[config.mk]
export PLATFORM = sky130hd
export DESIGN_NAME = three_channel_moving_average
export DESIGN_NICKNAME = d
export VERILOG_FILES = /design/src/hdl/tcma_pkg.sv /design/src/hdl/tcma_window.sv /design/src/hdl/tcma_div.sv /design/src/hdl/three_channel_moving_average.sv
export SDC_FILE = /design/constraint.sdc
export NUM_CORES = 1
export LEC_CHECK = 0
export BUFFER_PORTS_ARGS = -buffer_cell sky130_fd_sc_hd__buf_2
export CELL_PAD_IN_SITES_DETAIL_PLACEMENT = 1
export CELL_PAD_IN_SITES_GLOBAL_PLACEMENT = 2
export CORE_UTILIZATION = 42
export CTS_CLUSTER_DIAMETER = 100
export CTS_CLUSTER_SIZE = 25
export DETAILED_ROUTE_END_ITERATION = 10
export PLACE_DENSITY = 0.77
export SLEW_MARGIN = 10
export SYNTH_ARGS = -nofsm -noshare
export SYNTH_HDL_FRONTEND = slang
export SYNTH_HIERARCHICAL = 1
export SYNTH_SLANG_ARGS = --single-unit
[constraint.sdc]
create_clock -name clk -period 7.38 [get_ports clk]
set_input_delay 1.476 -clock clk [delete_from_list [all_inputs] [get_ports clk]]
set_output_delay 1.476 -clock clk [all_outputs]
set_load 0.02 [all_outputs]
[src/hdl/tcma_pkg.sv]
// Shared types and fixed widths for the three-channel moving average.
// No dependencies; used by tcma_div and the top level.
`timescale 1ns / 1ps
`default_nettype none

package tcma_pkg;

  localparam int MEAN_W    = 12;
  localparam int TICK_W    = 32;
  localparam int CHANNELS  = 3;

  // Handshake between the sequencer and the shared divider.
  typedef struct packed {
    logic busy;
    logic done;
  } div_status_t;

endpackage

`default_nettype wire

[src/hdl/tcma_window.sv]
// Sample window of one channel: a row of taps that grows, then slides.
// Depends on nothing; instantiated once per channel by the top level.
`timescale 1ns / 1ps
`default_nettype none

module tcma_window #(
  parameter int WINDOW      = 10,
  parameter int SAMPLE_BITS = 12,
  parameter int CNT_W       = 4,
  parameter int IDX_W       = 4
) (
  input  wire logic                   clk,
  input  wire logic                   rst_n,
  input  wire logic                   wr_en,
  input  wire logic                   sample_ok,
  input  wire logic [SAMPLE_BITS-1:0] sample,
  input  wire logic [CNT_W-1:0]       fill,
  input  wire logic [IDX_W-1:0]       rd_idx,
  output logic      [SAMPLE_BITS-1:0] rd_data
);

  logic [SAMPLE_BITS-1:0] taps_r [WINDOW];
  logic                   full;

  assign full    = (fill == CNT_W'(WINDOW));
  assign rd_data = taps_r[rd_idx];

  always_ff @(posedge clk) begin
    if (!rst_n) begin
      for (int i = 0; i < WINDOW; i++) begin
        taps_r[i] <= '0;
      end
    end else if (wr_en) begin
      if (full) begin
        // Slide toward the oldest end; a failed conversion leaves the
        // previous newest sample repeated in the top slot.
        for (int i = 0; i < WINDOW - 1; i++) begin
          taps_r[i] <= taps_r[i+1];
        end
        if (sample_ok) begin
          taps_r[WINDOW-1] <= sample;
        end
      end else if (sample_ok) begin
        taps_r[fill[IDX_W-1:0]] <= sample;
      end
    end
  end

endmodule

`default_nettype wire

[src/hdl/tcma_div.sv]
// Shared restoring divider: three sums by one fill count, one quotient bit
// per cycle for every channel. Depends on tcma_pkg.
`timescale 1ns / 1ps
`default_nettype none

module tcma_div #(
  parameter int SAMPLE_BITS = 12,
  parameter int CNT_W       = 4,
  parameter int SUM_W       = 16
) (
  input  wire logic                    clk,
  input  wire logic                    rst_n,
  input  wire logic                    start,
  input  wire logic [SUM_W-1:0]        dividend [tcma_pkg::CHANNELS],
  input  wire logic [CNT_W-1:0]        divisor,
  output tcma_pkg::div_status_t        status,
  output logic      [SAMPLE_BITS-1:0]  quotient [tcma_pkg::CHANNELS]
);

  localparam int STEP_W = $clog2(SAMPLE_BITS + 1);

  logic [STEP_W-1:0]      step_r;
  logic                   busy_r;
  logic                   done_r;
  logic [CNT_W-1:0]       rem_r  [tcma_pkg::CHANNELS];
  logic [SAMPLE_BITS-1:0] quo_r  [tcma_pkg::CHANNELS];
  logic [CNT_W:0]         trial  [tcma_pkg::CHANNELS];
  logic                   fits   [tcma_pkg::CHANNELS];

  assign status.busy = busy_r;
  assign status.done = done_r;
  assign quotient    = quo_r;

  always_comb begin
    for (int c = 0; c < tcma_pkg::CHANNELS; c++) begin
      trial[c] = {rem_r[c], quo_r[c][SAMPLE_BITS-1]};
      fits[c]  = (trial[c] >= {1'b0, divisor});
    end
  end

  always_ff @(posedge clk) begin
    if (!rst_n) begin
      busy_r <= 1'b0;
      done_r <= 1'b0;
      step_r <= '0;
    end else begin
      done_r <= 1'b0;
      if (start) begin
        busy_r <= 1'b1;
        step_r <= '0;
      end else if (busy_r) begin
        step_r <= step_r + 1'b1;
        if (step_r == STEP_W'(SAMPLE_BITS - 1)) begin
          busy_r <= 1'b0;
          done_r <= 1'b1;
        end
      end
    end
  end

  // The mean never exceeds the largest sample, so the upper sum bits are
  // already below the divisor and only SAMPLE_BITS steps are needed.
  always_ff @(posedge clk) begin
    for (int c = 0; c < tcma_pkg::CHANNELS; c++) begin
      if (start) begin
        rem_r[c] <= dividend[c][SUM_W-1:SAMPLE_BITS];
        quo_r[c] <= dividend[c][SAMPLE_BITS-1:0];
      end else if (busy_r) begin
        if (fits[c]) begin
          rem_r[c] <= CNT_W'(trial[c] - {1'b0, divisor});
        end else begin
          rem_r[c] <= trial[c][CNT_W-1:0];
        end
        quo_r[c] <= {quo_r[c][SAMPLE_BITS-2:0], fits[c]};
      end
    end
  end

endmodule

`default_nettype wire

[src/hdl/three_channel_moving_average.sv]
// Top level of the three-channel moving average: windows, summing sequencer
// and output register. Depends on tcma_pkg, tcma_window and tcma_div.
//
// Each accepted beat updates the three sample windows at once; the block
// then sums the filled slots, one slot a cycle for all three channels, and
// runs the shared divider. A beat thus passes through the accepting cycle,
// the summing walk over the taps, the one-bit-per-cycle divider, the wait
// for the divider to finish and the load of the result once the output
// register is free. A beat with bus_read_busy set updates the windows and
// yields no result; the input is ready again on the next cycle. The result
// sits in an output register, so the next beat is taken while it waits to
// be drained.
`timescale 1ns / 1ps
`default_nettype none

module three_channel_moving_average #(
  parameter int WINDOW      = 10,
  parameter int SAMPLE_BITS = 12
) (
  input  wire logic                           clk,
  input  wire logic                           rst_n,
  input  wire logic                           in_valid,
  output logic                                in_stall,
  input  wire logic [SAMPLE_BITS-1:0]         in_ext_sample,
  input  wire logic                           in_ext_ok,
  input  wire logic [SAMPLE_BITS-1:0]         in_itemp_sample,
  input  wire logic                           in_itemp_ok,
  input  wire logic [SAMPLE_BITS-1:0]         in_vref_sample,
  input  wire logic                           in_vref_ok,
  input  wire logic                           in_bus_read_busy,
  input  wire logic [tcma_pkg::TICK_W-1:0]    in_tick_ms,
  output logic                                out_valid,
  input  wire logic                           out_stall,
  output logic      [tcma_pkg::MEAN_W-1:0]    out_ext_mean,
  output logic      [tcma_pkg::MEAN_W-1:0]    out_itemp_mean,
  output logic      [tcma_pkg::MEAN_W-1:0]    out_vref_mean,
  output logic      [tcma_pkg::TICK_W-1:0]    out_stamp_ms
);

  localparam int CNT_W = $clog2(WINDOW + 1);
  localparam int IDX_W = (WINDOW > 1) ? $clog2(WINDOW) : 1;
  localparam int SUM_W = SAMPLE_BITS + CNT_W;

  localparam logic [1:0] S_IDLE = 2'd0;
  localparam logic [1:0] S_SUM  = 2'd1;
  localparam logic [1:0] S_DIV  = 2'd2;
  localparam logic [1:0] S_OUT  = 2'd3;

  logic [1:0]                  state_r, state_nxt;
  logic [CNT_W-1:0]            fill_r, fill_nxt;
  logic [IDX_W-1:0]            idx_r, idx_nxt;
  logic [SUM_W-1:0]            acc_r   [tcma_pkg::CHANNELS];
  logic [SUM_W-1:0]            acc_nxt [tcma_pkg::CHANNELS];
  logic [tcma_pkg::TICK_W-1:0] tick_r;
  logic                        out_valid_r;
  logic [tcma_pkg::MEAN_W-1:0] mean_r  [tcma_pkg::CHANNELS];
  logic [tcma_pkg::TICK_W-1:0] stamp_r;

  logic                        accept;
  logic                        last_slot;
  logic                        div_start;
  logic                        out_free;
  logic [SAMPLE_BITS-1:0]      rd_data [tcma_pkg::CHANNELS];
  logic [SAMPLE_BITS-1:0]      quot    [tcma_pkg::CHANNELS];
  tcma_pkg::div_status_t       div_status;

  assign in_stall       = (state_r != S_IDLE);
  assign accept         = in_valid && (state_r == S_IDLE);
  assign out_free       = !out_valid_r || !out_stall;
  assign last_slot      = (idx_r == IDX_W'(fill_r - 1'b1));
  assign div_start      = (state_r == S_SUM) && last_slot;

  assign out_valid      = out_valid_r;
  assign out_ext_mean   = mean_r[0];
  assign out_itemp_mean = mean_r[1];
  assign out_vref_mean  = mean_r[2];
  assign out_stamp_ms   = stamp_r;

  tcma_window #(
    .WINDOW(WINDOW), .SAMPLE_BITS(SAMPLE_BITS), .CNT_W(CNT_W), .IDX_W(IDX_W)
  ) u_ext_window (
    .clk(clk), .rst_n(rst_n), .wr_en(accept), .sample_ok(in_ext_ok),
    .sample(in_ext_sample), .fill(fill_r), .rd_idx(idx_r), .rd_data(rd_data[0])
  );

  tcma_window #(
    .WINDOW(WINDOW), .SAMPLE_BITS(SAMPLE_BITS), .CNT_W(CNT_W), .IDX_W(IDX_W)
  ) u_itemp_window (
    .clk(clk), .rst_n(rst_n), .wr_en(accept), .sample_ok(in_itemp_ok),
    .sample(in_itemp_sample), .fill(fill_r), .rd_idx(idx_r), .rd_data(rd_data[1])
  );

  tcma_window #(
    .WINDOW(WINDOW), .SAMPLE_BITS(SAMPLE_BITS), .CNT_W(CNT_W), .IDX_W(IDX_W)
  ) u_vref_window (
    .clk(clk), .rst_n(rst_n), .wr_en(accept), .sample_ok(in_vref_ok),
    .sample(in_vref_sample), .fill(fill_r), .rd_idx(idx_r), .rd_data(rd_data[2])
  );

  tcma_div #(
    .SAMPLE_BITS(SAMPLE_BITS), .CNT_W(CNT_W), .SUM_W(SUM_W)
  ) u_div (
    .clk(clk), .rst_n(rst_n), .start(div_start), .dividend(acc_nxt),
    .divisor(fill_r), .status(div_status), .quotient(quot)
  );

  always_comb begin
    state_nxt = state_r;
    fill_nxt  = fill_r;
    idx_nxt   = idx_r;
    for (int c = 0; c < tcma_pkg::CHANNELS; c++) begin
      acc_nxt[c] = acc_r[c];
    end
    case (state_r)
      S_IDLE: begin
        if (accept) begin
          if (fill_r != CNT_W'(WINDOW)) begin
            fill_nxt = fill_r + 1'b1;
          end
          idx_nxt = '0;
          for (int c = 0; c < tcma_pkg::CHANNELS; c++) begin
            acc_nxt[c] = '0;
          end
          if (!in_bus_read_busy) begin
            state_nxt = S_SUM;
          end
        end
      end
      S_SUM: begin
        // One slot of every channel per cycle; the divider takes the
        // completed sums straight from this adder on the last slot.
        for (int c = 0; c < tcma_pkg::CHANNELS; c++) begin
          acc_nxt[c] = acc_r[c] + SUM_W'(rd_data[c]);
        end
        idx_nxt = idx_r + 1'b1;
        if (last_slot) begin
          state_nxt = S_DIV;
        end
      end
      S_DIV: begin
        if (div_status.done) begin
          state_nxt = S_OUT;
        end
      end
      S_OUT: begin
        if (out_free) begin
          state_nxt = S_IDLE;
        end
      end
      default: begin
        state_nxt = S_IDLE;
      end
    endcase
  end

  always_ff @(posedge clk) begin
    if (!rst_n) begin
      state_r     <= S_IDLE;
      fill_r      <= '0;
      idx_r       <= '0;
      out_valid_r <= 1'b0;
    end else begin
      state_r <= state_nxt;
      fill_r  <= fill_nxt;
      idx_r   <= idx_nxt;
      if (state_r == S_OUT && out_free) begin
        out_valid_r <= 1'b1;
      end else if (!out_stall) begin
        out_valid_r <= 1'b0;
      end
    end
  end

  always_ff @(posedge clk) begin
    acc_r <= acc_nxt;
    if (accept) begin
      tick_r <= in_tick_ms;
    end
    if (state_r == S_OUT && out_free) begin
      for (int c = 0; c < tcma_pkg::CHANNELS; c++) begin
        mean_r[c] <= tcma_pkg::MEAN_W'(quot[c]);
      end
      stamp_r <= tick_r;
    end
  end

endmodule

`default_nettype wire

* Yosys cells after proc, flatten, opt, wreduce, memory -nomap -nowiden
Memories as Yosys holds them, arrays and structs flattened. A register that Yosys moved wholly into a read port is not among the register bits. Index checks and enable logic that the tools add are counted.
Operators by class: mux-type cells 133, add/subtract/negate cells 10, equal/unequal tests 13, order comparisons 3, bitwise operators 38, reductions and logical operators 18
Operator list (count):
- two-way mux 12 bit | 39
- one-hot mux 48 bit (2 select lines) | 1
- two-way mux 1 bit | 69
- two-way mux 4 bit | 16
- adder 16 x 12 -> 16 bit | 3
- two-way mux 48 bit | 1
- bitwise OR 1 bit | 36
- OR reduction 12 bit | 3
- >= comparator 5 x 4 -> 1 bit | 3
- adder 4 x 1 -> 4 bit, second input constant | 3
- subtractor 4 bit | 3
- two-way mux 2 bit | 5
- == test 4 bit, second input constant | 2
- inequality test 2 bit, second input constant | 4
- one-hot mux 2 bit (4 select lines) | 1
- one-hot mux 4 bit (2 select lines) | 1
- nonzero test 2 bit | 3
- AND reduction 5 bit | 1
- == test 2 bit, second input constant | 2
- == test 4 bit | 1
- inequality test 2 x 1 -> 1 bit, second input constant | 2
- inequality test 4 bit, second input constant | 1
- subtractor 4 x 1 -> 4 bit, second input constant | 1
- logical AND 1 bit | 3
- 9 further kinds | 11
Word-level totals: input bits 76, bits in writable memories 408, flip-flop bits (word level) 165, memories 5, output and inout bits 70
Memories:
- u_ext_window.taps_r | depth 10, width 12, rd ports 10, clocked after Yosys merged registers in 1, write ports 10, RTL line tcma_window.sv:22 | logic [SAMPLE_BITS-1:0] taps_r [WINDOW];
- u_itemp_window.taps_r | depth 10, width 12, rd ports 10, clocked after Yosys merged registers in 1, write ports 10, RTL line tcma_window.sv:22
- u_vref_window.taps_r | depth 10, width 12, rd ports 10, clocked after Yosys merged registers in 1, write ports 10, RTL line tcma_window.sv:22
- mean_r | depth 3, width 12, rd ports 3, clocked after Yosys merged registers in 0, write ports 3, RTL line three_channel_moving_average.sv:56 | logic [tcma_pkg::MEAN_W-1:0] mean_r [tcma_pkg::CHANNELS];
- u_div.rem_r | depth 3, width 4, rd ports 3, clocked after Yosys merged registers in 0, write ports 3, RTL line tcma_div.sv:25 | logic [CNT_W-1:0] rem_r [tcma_pkg::CHANNELS];

* Longest topological paths before layout
depth after elaboration 7, gate-level depth with buffers 16

* Cells and area by module
The synthesis kept the hierarchy.
By module, submodules not included:
- tcma_window at u_vref_window | cells each 492, times used 1, area each 8630.8 sq um, sequential area each 5765.5 sq um
- tcma_window at u_itemp_window | cells each 492, times used 1, area each 8629.5 sq um, sequential area each 5765.5 sq um
- tcma_window at u_ext_window | cells each 489, times used 1, area each 8582.0 sq um, sequential area each 5765.5 sq um
- three_channel_moving_average | cells each 620, times used 1, area each 7344.5 sq um, sequential area each 4184.0 sq um
- tcma_div | cells each 215, times used 1, area each 2877.8 sq um, sequential area each 1561.5 sq um

* Worst setup path before layout
Ideal clock, no wire load.
path type input-to-reg, start in out_stall, end mem mean_r[0][0] (netlist name) (enable), path buffers 0, setup time 0.597 ns, path slack 0.351 ns, data required time 6.783 ns, arrival time 6.431 ns, stages 1, cell sequence a21boi_0
RTL lines:
- from (decl) | RTL line three_channel_moving_average.sv:33 | input wire logic out_stall,
- to (decl) | RTL line three_channel_moving_average.sv:56

* Final worst setup path
start reg idx_r[0], end reg u_div.quo_r (netlist bit u_div/quotient[18]), data pin
Between the ends: longest elaborated chain between the ends 3
Ends and longest elaborated chain:
- from (decl) | RTL line three_channel_moving_average.sv:51 | logic [IDX_W-1:0] idx_r, idx_nxt;
- from (signal assigned) | RTL line three_channel_moving_average.sv:165 | idx_r <= idx_nxt;
- == test 4 bit | RTL line three_channel_moving_average.sv:70 | assign last_slot = (idx_r == IDX_W'(fill_r - 1'b1));
- logical AND 1 bit | RTL line three_channel_moving_average.sv:71 | assign div_start = (state_r == S_SUM) && last_slot;
- two-way mux 12 bit | RTL line tcma_div.sv:65 | if (start) begin
- to (signal, indexed assignment) | RTL line tcma_div.sv:67 | quo_r[c] <= dividend[c][SAMPLE_BITS-1:0];
- to (signal, indexed assignment) | RTL line tcma_div.sv:74 | quo_r[c] <= {quo_r[c][SAMPLE_BITS-2:0], fits[c]};
- to (decl) | RTL line tcma_div.sv:26 | logic [SAMPLE_BITS-1:0] quo_r [tcma_pkg::CHANNELS];
Every way passes these cells. A chain may end at the register's enable or synchronous reset.

==> out/results.ini <==
[worst_hold_path]
hold_class=flip-flop to flip-flop
hold_start=tick_r[10]$_DFFE_PP_
holdPathStages=0
hold_end=out_stamp_ms[10]$_DFFE_PP_

[sta]
setup_violations=0
fmax_mhz=208
fin_crit_sh_pct=65.2
tightest_slew_ps=1240
slew_headroom_pct=17.2
hold_violations=0
holdWs_ps=427
rsz0062_at_grt=no
tns_ps=0
clock_skew_ps=45.5
fin_crit_ps=4810
slew_violations=0

[critical_path]
reg2reg_depth=14
startpoint_type=flip-flop
cpMaxStageDelayCell=dfxtp_4
path_max_fanout=37
crit_path_cell_trace=buf_4 > mux4_2 > a22oi_1 > nand2_1 > ha_1 > inv_1 > fa_1 > nor2b_1 > o21a_1 > o21a_1 > o21a_1 > or3_1 > a32o_1 > mux2_2
rr_endpoint=u_div/quotient[18]$_DFFE_PP_
r2r_setup_slack_ps=2570
critPathMaxStageDelay_ps=910
worst-path-stages=14
crit_family=compound AO/OA/AOI/OAI gates
cp_data_required_time_ps=7740
path_class=flip-flop to flip-flop
rr_startpoint=idx_r[0]$_SDFFE_PN0P_
critPathLaunch=idx_r[0]$_SDFFE_PN0P_
worst_ep_arrival_time_ps=5170
crit_path_end_kind=flip-flop
cpMostUsedCell=o21a_1
cp_num_buf_inv=2

[routing]
drc_errors=0
wl_per_cell_um=26.0
first_pass_iters=7
drtIter0Drc=1899
postRouteAntennaNets=0
routed_via_density=6.11
wl_um=93200
vias=21900

[final_layout]
syn_to_final_growth_pct=9.47
nFillCells=8383
drive_above_1_share_pct=20.0
layout_commonest_cell=edfxtp_1
nets=2551
layout_common_cells=edfxtp_1, a22o_1, buf_2, mux4_2, nand2_1
post-route-cell-area_mm2=0.0395

[job]
drv_cap=0

[placement]
dpl_cell_area_mm2=0.0383
numPortBuffers=145
gp_congestion=0.825
hpwl_um=61600

[cts]
postCtsResizedCells=0
cts_setup_buffers=0
clock_latency_ps=620
cts_tree=built
clockRootBuffer=clkbuf_16
cts.clk_slew.worst_paths_ps=100
numClockSinks=789
cts_hold_buf=0
cts_inserted_buffers=39
clock_path_buffers=3
htree_num_levels=2

[global_routing]
grt_pass1_vias=22700
grt_usage_pct=21.5
grt_max_degree=109
antenna_found_initial=3
grt-ovfl-total=0
grt_pass1_wl_um=143000

[floorplanning]
die_h_um=295
fp.dieW_um=295
rows=107
start_util_pct=42.3
io_pins=146
core-area_mm2=0.0851
die_area_mm2=0.0870

[logic_synthesis]
synth.cell_area_mm2=0.0361
yosysWarnings=6
synthCells=2307
synth_area_per_cell_um2=15.6

[power]
power_density_mw_per_mm2=263
irDropWorstVdd_mv=0.186
p_leak_nw=13.4

[status]
status=finished clean

power by group:
part,switching (W),internal (W)
clock network,0.00145,0.00108
registers,0.000224,0.00521
logic,0.00149,0.000939
total,0.00316,0.00722
state kept, by name, indices dropped and copies added (netlist names):
name                   count
out_valid                  1
fill_r                     4
state_r                    2
acc_r                     48
u_div/busy_r               1
u_itemp_window/taps_r    192
u_div/quotient            36
u_ext_window/taps_r      192
u_div/done_r               1
idx_r                      4
mean_r                    36
u_vref_window/taps_r     192
out_stamp_ms              32
u_div/rem_r               12
u_div/step_r               4
tick_r                    32
area by class of cell:
type | instances | area, µm² | share of cell area, %
clock inverters | 12 | 163 | 0.412
inverters | 35 | 131 | 0.333
clock buffers | 52 | 1020 | 2.60
diodes | 1 | 2.50 | 0.00634
well taps | 1144 | 1430 | 3.63
repair buffers | 211 | 1270 | 3.23
flip-flops and latches | 789 | 23100 | 58.4
multi-input cells | 1336 | 12400 | 31.4
metrics by stage:
| step | total power [W] | std cells | setup WS, ps | utilization (%) |
|---|---|---|---|---|
| after global routing | 0.0109 | 3580 | 2210 | 46.4 |
| after global placement | 0.00787 | 3514 | 2300 | 44.9 |
| after floorplan | 0.00718 | 2340 | 351 | - |
| after detailed placement | 0.00797 | 3515 | 2580 | 45.0 |
| final | 0.0104 | 3580 | 2570 | 46.4 |
| after CTS | 0.0105 | 3579 | 2550 | 46.3 |
routing by layer:
layer | global-route usage [%] | up-vias | part of all wire (%)
met5 | 0 | - | 0.023
met4 | 5.37 | 4 | 2.2
met3 | 2.87 | 110 | 5.4
met2 | 34.7 | 620 | 48
met1 | 30.7 | 11600 | 45
li1 | - | 9564 | -
worst max path at each step:
stage	to	slack, ps
6_report	u_div/quotient[18]$_DFFE_PP_	2570
4_1_cts	u_div/rem_r[0][0]$_DFFE_PP_	2550
5_1_grt	u_div/rem_r[0][2]$_DFFE_PP_	2210
3_5_place_dp	u_div/quotient[18]$_DFFE_PP_	2580
2_1_floorplan	mean_r[0][0]$_DFFE_PP_	350
3_3_place_gp	u_ext_window/taps_r[8][4]$_DFFE_PP_	2300
(Power assumes the default switching activity.)
